<file path="config.mk">
export PLATFORM = sky130hd
export DESIGN_NAME = frustum_cull_test_core
export DESIGN_NICKNAME = d
export VERILOG_FILES = /design/src/rtl/core/fct_pkg.sv /design/src/rtl/core/frustum_cull_test_core.sv
export SDC_FILE = /design/constraint.sdc
export NUM_CORES = 2
export LEC_CHECK = 0
export ABC_CLOCK_PERIOD_IN_PS = 11100
export BUFFER_PORTS_ARGS = -buffer_cell sky130_fd_sc_hd__buf_2
export CAP_MARGIN = 30
export CORE_UTILIZATION = 45
export CTS_BUF_LIST = sky130_fd_sc_hd__clkbuf_8
export CTS_CLUSTER_SIZE = 28
export DETAILED_ROUTE_END_ITERATION = 10
export SLEW_MARGIN = 10
export SYNTH_ARGS = -nofsm -noshare
export SYNTH_HDL_FRONTEND = slang
export SYNTH_SLANG_ARGS = --single-unit
</file>
<file path="constraint.sdc">
create_clock -name aclk -period 11.1 [get_ports aclk]
set_input_delay 1.11 -clock aclk [delete_from_list [all_inputs] [get_ports aclk]]
set_output_delay 1.11 -clock aclk [all_outputs]
set_load 0.05 [all_outputs]
</file>
<file path="src/rtl/core/fct_pkg.sv">
`default_nettype none
// ----------------------------------------------------------------------------
// fct_pkg
// Shared constants, codes and helpers for the frustum cull test core.
// ----------------------------------------------------------------------------
package fct_pkg;

    // number of clipping planes held in the plane store
    localparam int NUM_PLANES  = 6;
    // coordinates are taken as their low COORD_WIDTH bits, sign-extended
    localparam int COORD_WIDTH = 32;

    localparam int VAL_W   = 32;                 // coefficient and coordinate width
    localparam int PROD_W  = 2 * VAL_W;          // exact product width
    localparam int ACC_W   = PROD_W + 2;         // three products plus d and radius
    localparam int FRAC_W  = 16;                 // Q16.16 fraction bits
    localparam int RAD_W   = 31;
    localparam int PLANE_W = (NUM_PLANES > 1) ? $clog2(NUM_PLANES) : 1;
    localparam int NUM_COEF = 4;
    localparam int NUM_AXES = 3;

    // request types
    localparam logic [1:0] REQ_WRITE  = 2'd0;
    localparam logic [1:0] REQ_POINT  = 2'd1;
    localparam logic [1:0] REQ_SPHERE = 2'd2;
    localparam logic [1:0] REQ_BOX    = 2'd3;

    // coefficient select codes
    localparam logic [1:0] COEF_A = 2'd0;
    localparam logic [1:0] COEF_B = 2'd1;
    localparam logic [1:0] COEF_C = 2'd2;
    localparam logic [1:0] COEF_D = 2'd3;

    // last axis index of the multiply sequence (z)
    localparam logic [1:0] AXIS_LAST = COEF_C;

    // take the low COORD_WIDTH bits of a coordinate and sign-extend them
    function automatic logic [VAL_W-1:0] coord_sext(input logic [VAL_W-1:0] raw);
        logic [VAL_W-1:0] r;
        r = raw;
        for (int i = COORD_WIDTH; i < VAL_W; i++) begin
            r[i] = raw[COORD_WIDTH-1];
        end
        return r;
    endfunction

endpackage
`default_nettype wire

</file>
<file path="src/rtl/core/frustum_cull_test_core.sv">
// a coefficient write gives no result; the core stays idle
// each plane is evaluated in turn: load d, multiply and accumulate per axis, check
// (one 32x32 multiplier, one multiply and one accumulate per axis, box takes two)
// evaluation stops at the first plane that culls
// one test in flight; the next word is taken while the result word waits
// reset (synchronous, active low) clears all plane coefficients to zero
`default_nettype none
// ----------------------------------------------------------------------------
// frustum_cull_test_core
// Plane store plus a sequenced multiply-accumulate unit that tests points,
// spheres and axis-aligned boxes against the loaded clipping planes.
// ----------------------------------------------------------------------------
module frustum_cull_test_core (
    input  wire logic        aclk,
    input  wire logic        aresetn,

    input  wire logic        s_valid,
    output logic             s_ready,
    input  wire logic [1:0]  s_req_type,
    input  wire logic [2:0]  s_plane_sel,
    input  wire logic [1:0]  s_coef_sel,
    input  wire logic signed [31:0] s_coef_value,
    input  wire logic signed [31:0] s_pos_x,
    input  wire logic signed [31:0] s_pos_y,
    input  wire logic signed [31:0] s_pos_z,
    input  wire logic [30:0] s_sphere_radius,
    input  wire logic signed [31:0] s_hi_x,
    input  wire logic signed [31:0] s_hi_y,
    input  wire logic signed [31:0] s_hi_z,

    output logic             m_valid,
    input  wire logic        m_ready,
    output logic             m_inside_res,
    output logic [1:0]       m_test_kind
);

    localparam int VAL_W  = fct_pkg::VAL_W;
    localparam int PROD_W = fct_pkg::PROD_W;
    localparam int ACC_W  = fct_pkg::ACC_W;
    localparam int PW     = fct_pkg::PLANE_W;

    localparam logic [2:0] S_IDLE = 3'd0;
    localparam logic [2:0] S_INIT = 3'd1;
    localparam logic [2:0] S_MUL  = 3'd2;
    localparam logic [2:0] S_ADD  = 3'd3;
    localparam logic [2:0] S_CHK  = 3'd4;
    localparam logic [2:0] S_DONE = 3'd5;

    logic [VAL_W-1:0] plane_store [fct_pkg::NUM_PLANES][fct_pkg::NUM_COEF];

    logic [2:0]        state_reg, state_next;
    logic [PW-1:0]     plane_reg, plane_next;
    logic [1:0]        axis_reg, axis_next;
    logic              side_reg, side_next;
    logic              inside_reg, inside_next;
    logic [1:0]        kind_reg;
    logic [VAL_W-1:0]  lo_reg [fct_pkg::NUM_AXES];
    logic [VAL_W-1:0]  hi_reg [fct_pkg::NUM_AXES];
    logic [fct_pkg::RAD_W-1:0] radius_reg;
    logic signed [PROD_W-1:0] prod_reg;
    logic signed [PROD_W-1:0] lo_prod_reg;
    logic [ACC_W-1:0]  acc_reg, acc_next;
    logic              m_valid_reg, m_valid_next;
    logic              m_inside_res_reg;
    logic [1:0]        m_test_kind_reg;

    logic              s_take;
    logic              out_load;
    logic signed [VAL_W-1:0]  coef_op;
    logic signed [VAL_W-1:0]  coord_op;
    logic signed [PROD_W-1:0] mul_out;
    logic signed [PROD_W-1:0] term;
    logic [VAL_W-1:0]  d_coef;
    logic [ACC_W-1:0]  acc_init;
    logic [ACC_W-1:0]  bias;
    logic              nonpos;

    assign s_ready = (state_reg == S_IDLE);
    assign s_take  = s_valid && s_ready;

    // plane store, cleared at reset, one coefficient per write word
    always_ff @(posedge aclk) begin
        if (!aresetn) begin
            for (int p = 0; p < fct_pkg::NUM_PLANES; p++) begin
                for (int c = 0; c < fct_pkg::NUM_COEF; c++) begin
                    plane_store[p][c] <= '0;
                end
            end
        end else if (s_take && s_req_type == fct_pkg::REQ_WRITE) begin
            for (int p = 0; p < fct_pkg::NUM_PLANES; p++) begin
                if (32'(s_plane_sel) == p) begin
                    plane_store[p][s_coef_sel] <= s_coef_value;
                end
            end
        end
    end

    // operand capture for a test word
    always_ff @(posedge aclk) begin
        if (s_take) begin
            kind_reg   <= s_req_type;
            lo_reg[0]  <= fct_pkg::coord_sext(s_pos_x);
            lo_reg[1]  <= fct_pkg::coord_sext(s_pos_y);
            lo_reg[2]  <= fct_pkg::coord_sext(s_pos_z);
            hi_reg[0]  <= fct_pkg::coord_sext(s_hi_x);
            hi_reg[1]  <= fct_pkg::coord_sext(s_hi_y);
            hi_reg[2]  <= fct_pkg::coord_sext(s_hi_z);
            radius_reg <= s_sphere_radius;
        end
    end

    // shared multiplier
    assign coef_op  = plane_store[plane_reg][axis_reg];
    assign coord_op = side_reg ? hi_reg[axis_reg] : lo_reg[axis_reg];
    assign mul_out  = coef_op * coord_op;

    // box: the corner that maximizes the sum takes the larger product per axis
    assign term = (kind_reg == fct_pkg::REQ_BOX && prod_reg < lo_prod_reg) ?
                  lo_prod_reg : prod_reg;

    assign d_coef   = plane_store[plane_reg][fct_pkg::COEF_D];
    assign bias     = (kind_reg == fct_pkg::REQ_SPHERE) ?
                      {{(ACC_W - fct_pkg::RAD_W - fct_pkg::FRAC_W){1'b0}}, radius_reg,
                       {fct_pkg::FRAC_W{1'b0}}} : '0;
    assign acc_init = ({{(ACC_W - VAL_W){d_coef[VAL_W-1]}}, d_coef} << fct_pkg::FRAC_W)
                      + bias;
    assign nonpos   = acc_reg[ACC_W-1] || (acc_reg == '0);

    assign out_load = (state_reg == S_DONE) && (!m_valid_reg || m_ready);

    always_comb begin
        state_next  = state_reg;
        plane_next  = plane_reg;
        axis_next   = axis_reg;
        side_next   = side_reg;
        inside_next = inside_reg;
        acc_next    = acc_reg;
        case (state_reg)
            S_IDLE: begin
                if (s_take && s_req_type != fct_pkg::REQ_WRITE) begin
                    state_next  = S_INIT;
                    plane_next  = '0;
                    inside_next = 1'b1;
                end
            end
            S_INIT: begin
                acc_next   = acc_init;
                axis_next  = fct_pkg::COEF_A;
                side_next  = 1'b0;
                state_next = S_MUL;
            end
            S_MUL: begin
                state_next = S_ADD;
            end
            S_ADD: begin
                if (kind_reg == fct_pkg::REQ_BOX && !side_reg) begin
                    side_next  = 1'b1;
                    state_next = S_MUL;
                end else begin
                    acc_next  = acc_reg + {{(ACC_W - PROD_W){term[PROD_W-1]}}, term};
                    side_next = 1'b0;
                    if (axis_reg == fct_pkg::AXIS_LAST) begin
                        state_next = S_CHK;
                    end else begin
                        axis_next  = axis_reg + 2'd1;
                        state_next = S_MUL;
                    end
                end
            end
            S_CHK: begin
                if (nonpos) begin
                    inside_next = 1'b0;
                    state_next  = S_DONE;
                end else if (32'(plane_reg) == fct_pkg::NUM_PLANES - 1) begin
                    state_next = S_DONE;
                end else begin
                    plane_next = plane_reg + PW'(1);
                    state_next = S_INIT;
                end
            end
            S_DONE: begin
                if (out_load) begin
                    state_next = S_IDLE;
                end
            end
            default: begin
                state_next = S_IDLE;
            end
        endcase
    end

    always_comb begin
        m_valid_next = m_valid_reg;
        if (m_valid_reg && m_ready) begin
            m_valid_next = 1'b0;
        end
        if (out_load) begin
            m_valid_next = 1'b1;
        end
    end

    always_ff @(posedge aclk) begin
        if (!aresetn) begin
            state_reg   <= S_IDLE;
            plane_reg   <= '0;
            axis_reg    <= fct_pkg::COEF_A;
            side_reg    <= 1'b0;
            inside_reg  <= 1'b1;
            m_valid_reg <= 1'b0;
        end else begin
            state_reg   <= state_next;
            plane_reg   <= plane_next;
            axis_reg    <= axis_next;
            side_reg    <= side_next;
            inside_reg  <= inside_next;
            m_valid_reg <= m_valid_next;
        end
    end

    always_ff @(posedge aclk) begin
        acc_reg <= acc_next;
        if (state_reg == S_MUL) begin
            prod_reg <= mul_out;
        end
        if (state_reg == S_ADD && !side_reg) begin
            lo_prod_reg <= prod_reg;
        end
        if (out_load) begin
            m_inside_res_reg <= inside_reg;
            m_test_kind_reg  <= kind_reg;
        end
    end

    assign m_valid      = m_valid_reg;
    assign m_inside_res = m_inside_res_reg;
    assign m_test_kind  = m_test_kind_reg;

    // a test word always starts at the first plane
    a_start: assert property (@(posedge aclk) disable iff (!aresetn)
        (s_take && s_req_type != fct_pkg::REQ_WRITE) |=>
        (state_reg == S_INIT && plane_reg == '0))
        else $error("test did not start at plane zero");

    // only the three coordinate axes are ever multiplied
    a_axis: assert property (@(posedge aclk) disable iff (!aresetn)
        (state_reg == S_MUL) |-> (axis_reg != fct_pkg::COEF_D))
        else $error("axis index out of range");

    // the max-corner operand is used by box tests only
    a_side: assert property (@(posedge aclk) disable iff (!aresetn)
        (state_reg == S_MUL && kind_reg != fct_pkg::REQ_BOX) |-> !side_reg)
        else $error("high corner used outside a box test");

    // plane counter stays within the store while evaluating
    a_plane: assert property (@(posedge aclk) disable iff (!aresetn)
        (state_reg == S_CHK) |-> (32'(plane_reg) < fct_pkg::NUM_PLANES))
        else $error("plane index out of range");

    // a result word always echoes a test, never a write
    a_kind: assert property (@(posedge aclk) disable iff (!aresetn)
        m_valid_reg |-> (m_test_kind_reg != fct_pkg::REQ_WRITE))
        else $error("result word carries a write type");

endmodule
`default_nettype wire

</file>
==> impl_results.md <==
* Status: finished clean
* Final wirelength at 298000 µm
* Most frequent cells in the layout: 1190 x edfxtp_1, 1084 x fa_1, 1077 x inv_1, 852 x and2_1, 633 x nor2_1
* Post-synth top area share at 0.381
* Largest area contributor in the netlist: edfxtp_1
* Crit path largest cell delay at 800 ps
* Ys Warns at 0
* Worst R2R Setup Slack at 440 ps
* WP buf/inv at 9
* Global Route Usage Sum at 0.288
* Total die area at 210000 µm²
* FMAX at 93.8 MHz
* Minimum clock period at 10660 ps
* EDFF count, synth at 1190
* DRT iter0 DRCs at 5691
* Unrepaired setup endpoints after global routing: false
* Starting density of the core at 0.453
* Total grt overflow at 0
* Core Area at 207000 µm²
* Ys flop type: edfxtp_1
* RR Endpoint: prod_reg[30]
* Drt drc at 0
* Worst Tran Pin Value at 1120 ps
* Initial antenna violation count at 33
* Hold Crit Depth at 1
* WS Path Type: flop to flop
* First-pass GRT wire length at 442000 µm
* Pre-antenna DRT Iters at 7
* Placer Congestion at 0.958
* Fin. Hold Viols at 0
* WP data required at 11710 ps
* Asr flop ratio synth at 0
* Fraction of layout cells with a size suffix above 1 at 0.142
* IO Pins at 271
* Clk sinks at 1206
* Setup TNS at 0 ps
* Synth cell types at 83
* Area delta synth->final at 11.0%
* Clock Latency Late Sink at 970 ps
* Post-DRT Antenna Nets at 0
* CP Max Fanout at 33
* Reg clk slew, reported paths at 110 ps
* CP endpoint kind: flop
* Crit path top cell by count: fa_1
* Final Slew Violations at 0
* Via Count at 63200
* CP Launch Type: flop
* WP data arrival at 11280 ps
* Die Span X at 458 µm
* Hold path start: s_pos_z[4]
* Mean Syn Cell Area at 11.5 µm²
* # hold bufs at CTS at 0
* Post-Synthesis Cells at 8145
* Worst min-delay path class: input port to flop
* # nets final at 10200
* Placed wire-length estimate at 227000 µm
* Placed cell area at 100000 µm²
* Slew HR at 0.246
* Max Cap Viol at 0
* Max reg flops at 768
* DR WL/cell at 26.1 µm
* #FFs+latches synth at 1206
* Port bufs at 270
* Worst r2r path cells at 31
* Rows at 167
* Synthesized Nets at 9841
* Slowest CP cell: o21ai_0
* H-tree Lvls at 4
* Final setup vio count at 0
* CTS tree: yes
* Cell family with most CP delay: adder cells
* CTS Buf Count at 192
* Root buffer cell: clkbuf_8
* CTS max path bufs at 3
* Final instance area at 104000 µm²
* Synthesized area at 93800 µm²
* Top cells by area, synth: edfxtp_1 38%, fa_1 23%, and2_1 5.7%, ha_1 4.6%, inv_1 4.1%
* Hold EP: lo_reg[2][4]
* Setup Skew at 101 ps
* DIE HEIGHT at 458 µm
* Largest net degree at the start of global routing at 113
* Fin crit share at 0.961
* Vias in the first global route at 66100
* Sequential area share after synthesis at 0.385
* Vias per inst at 5.53
* Commonest non-fill, non-tap cell in the layout: edfxtp_1
[cell usage after synthesis (6+ instances only)]
library cell,instances
a21o_1,115
edfxtp_1,1190
buf_4,19
xor2_1,61
nand2_1,627
inv_1,1018
o2111ai_1,6
o21ai_0,209
a21oi_1,291
a31oi_1,25
o21ai_1,28
xnor2_1,100
fa_1,1084
nor2b_1,108
and3_1,20
buf_2,72
nand2b_1,91
o31ai_1,8
o221ai_1,6
a211oi_1,36
ha_1,346
or3_1,12
clkbuf_1,371
o21a_1,40
mux2i_1,162
and2_1,852
nand4_1,47
dfxtp_1,16
nor2_1,648
a21boi_0,9
o21bai_1,20
nor3_1,28
mux2_2,64
nor4_1,25
o211ai_1,42
nand3_1,37
a41oi_1,8
buf_1,25
mux4_2,169
or2_2,25
and4_1,6
[logic make-up (layout without fill, tap and decap cells)]
logic type               count (synthesis)  in the layout  share of synthesized area
other                                    0             19                          0
AO/OA/AOI/OAI                          897            897                     0.0589
buffers and inverters                 1513           1992                     0.0627
multiplexers                           396            396                     0.0658
adder cells (fa/ha/maj)               1430           1430                      0.278
flip-flops                            1206           1206                      0.385
XOR/XNOR                               161            161                     0.0150
AND/OR/NAND/NOR                       2542           2542                      0.135
[through the flow]
step / util / setup WS [ps] / hold WS, ps / instances
floorplan: - / 1240 / 402 / 8145
global placement: 0.482 / 252 / 429 / 11000
detailed placement: 0.484 / 316 / 435 / 11100
CTS: 0.502 / 337 / 238 / 11400
global route: 0.503 / 71.7 / 271 / 11400
finish: 0.503 / 437 / 309 / 11400
[how the worst max path moves through the flow]
| stage | slack (ps) | to | start | cells after the start |
|---|---|---|---|---|
| 6_report | 440 | prod_reg[30] | flop | 31 |
| 5_1_grt | 70 | prod_reg[63] | flop | 34 |
| 4_1_cts | 340 | prod_reg[63] | flop | 34 |
| 3_5_place_dp | 320 | prod_reg[63] | flop | 34 |
| 3_3_place_gp | 250 | prod_reg[63] | flop | 34 |
| 2_1_floorplan | 1240 | prod_reg[63] | flop | 37 |
[cell type report]
class                           instances  area [µm²]
Clock inverter                        161        1010
Inverter                             1018        3830
Tap cell                             2788        3490
Sequential cell                      1206       36100
Clock buffer                          196        2700
Multi-Input combinational cell       5426       52400
Timing Repair Buffer                  617        4550
Fill cell                           18500      103000
Antenna cell                           19        47.5
[routing by layer]
layer | GRT usage | routed length [µm]
met5 | 0 | 65
met4 | 0.0979 | 10900
met3 | 0.0459 | 19900
met2 | 0.481 | 145000
met1 | 0.382 | 122000
[what timing repair did]
item,CTS,global route
buffers inserted,0,0
endpoints found under the setup margin,0,3
resized for setup,0,3
Power is not shown: default switching activity piles up to over one toggle a cycle in this logic, so the estimate is an artifact.
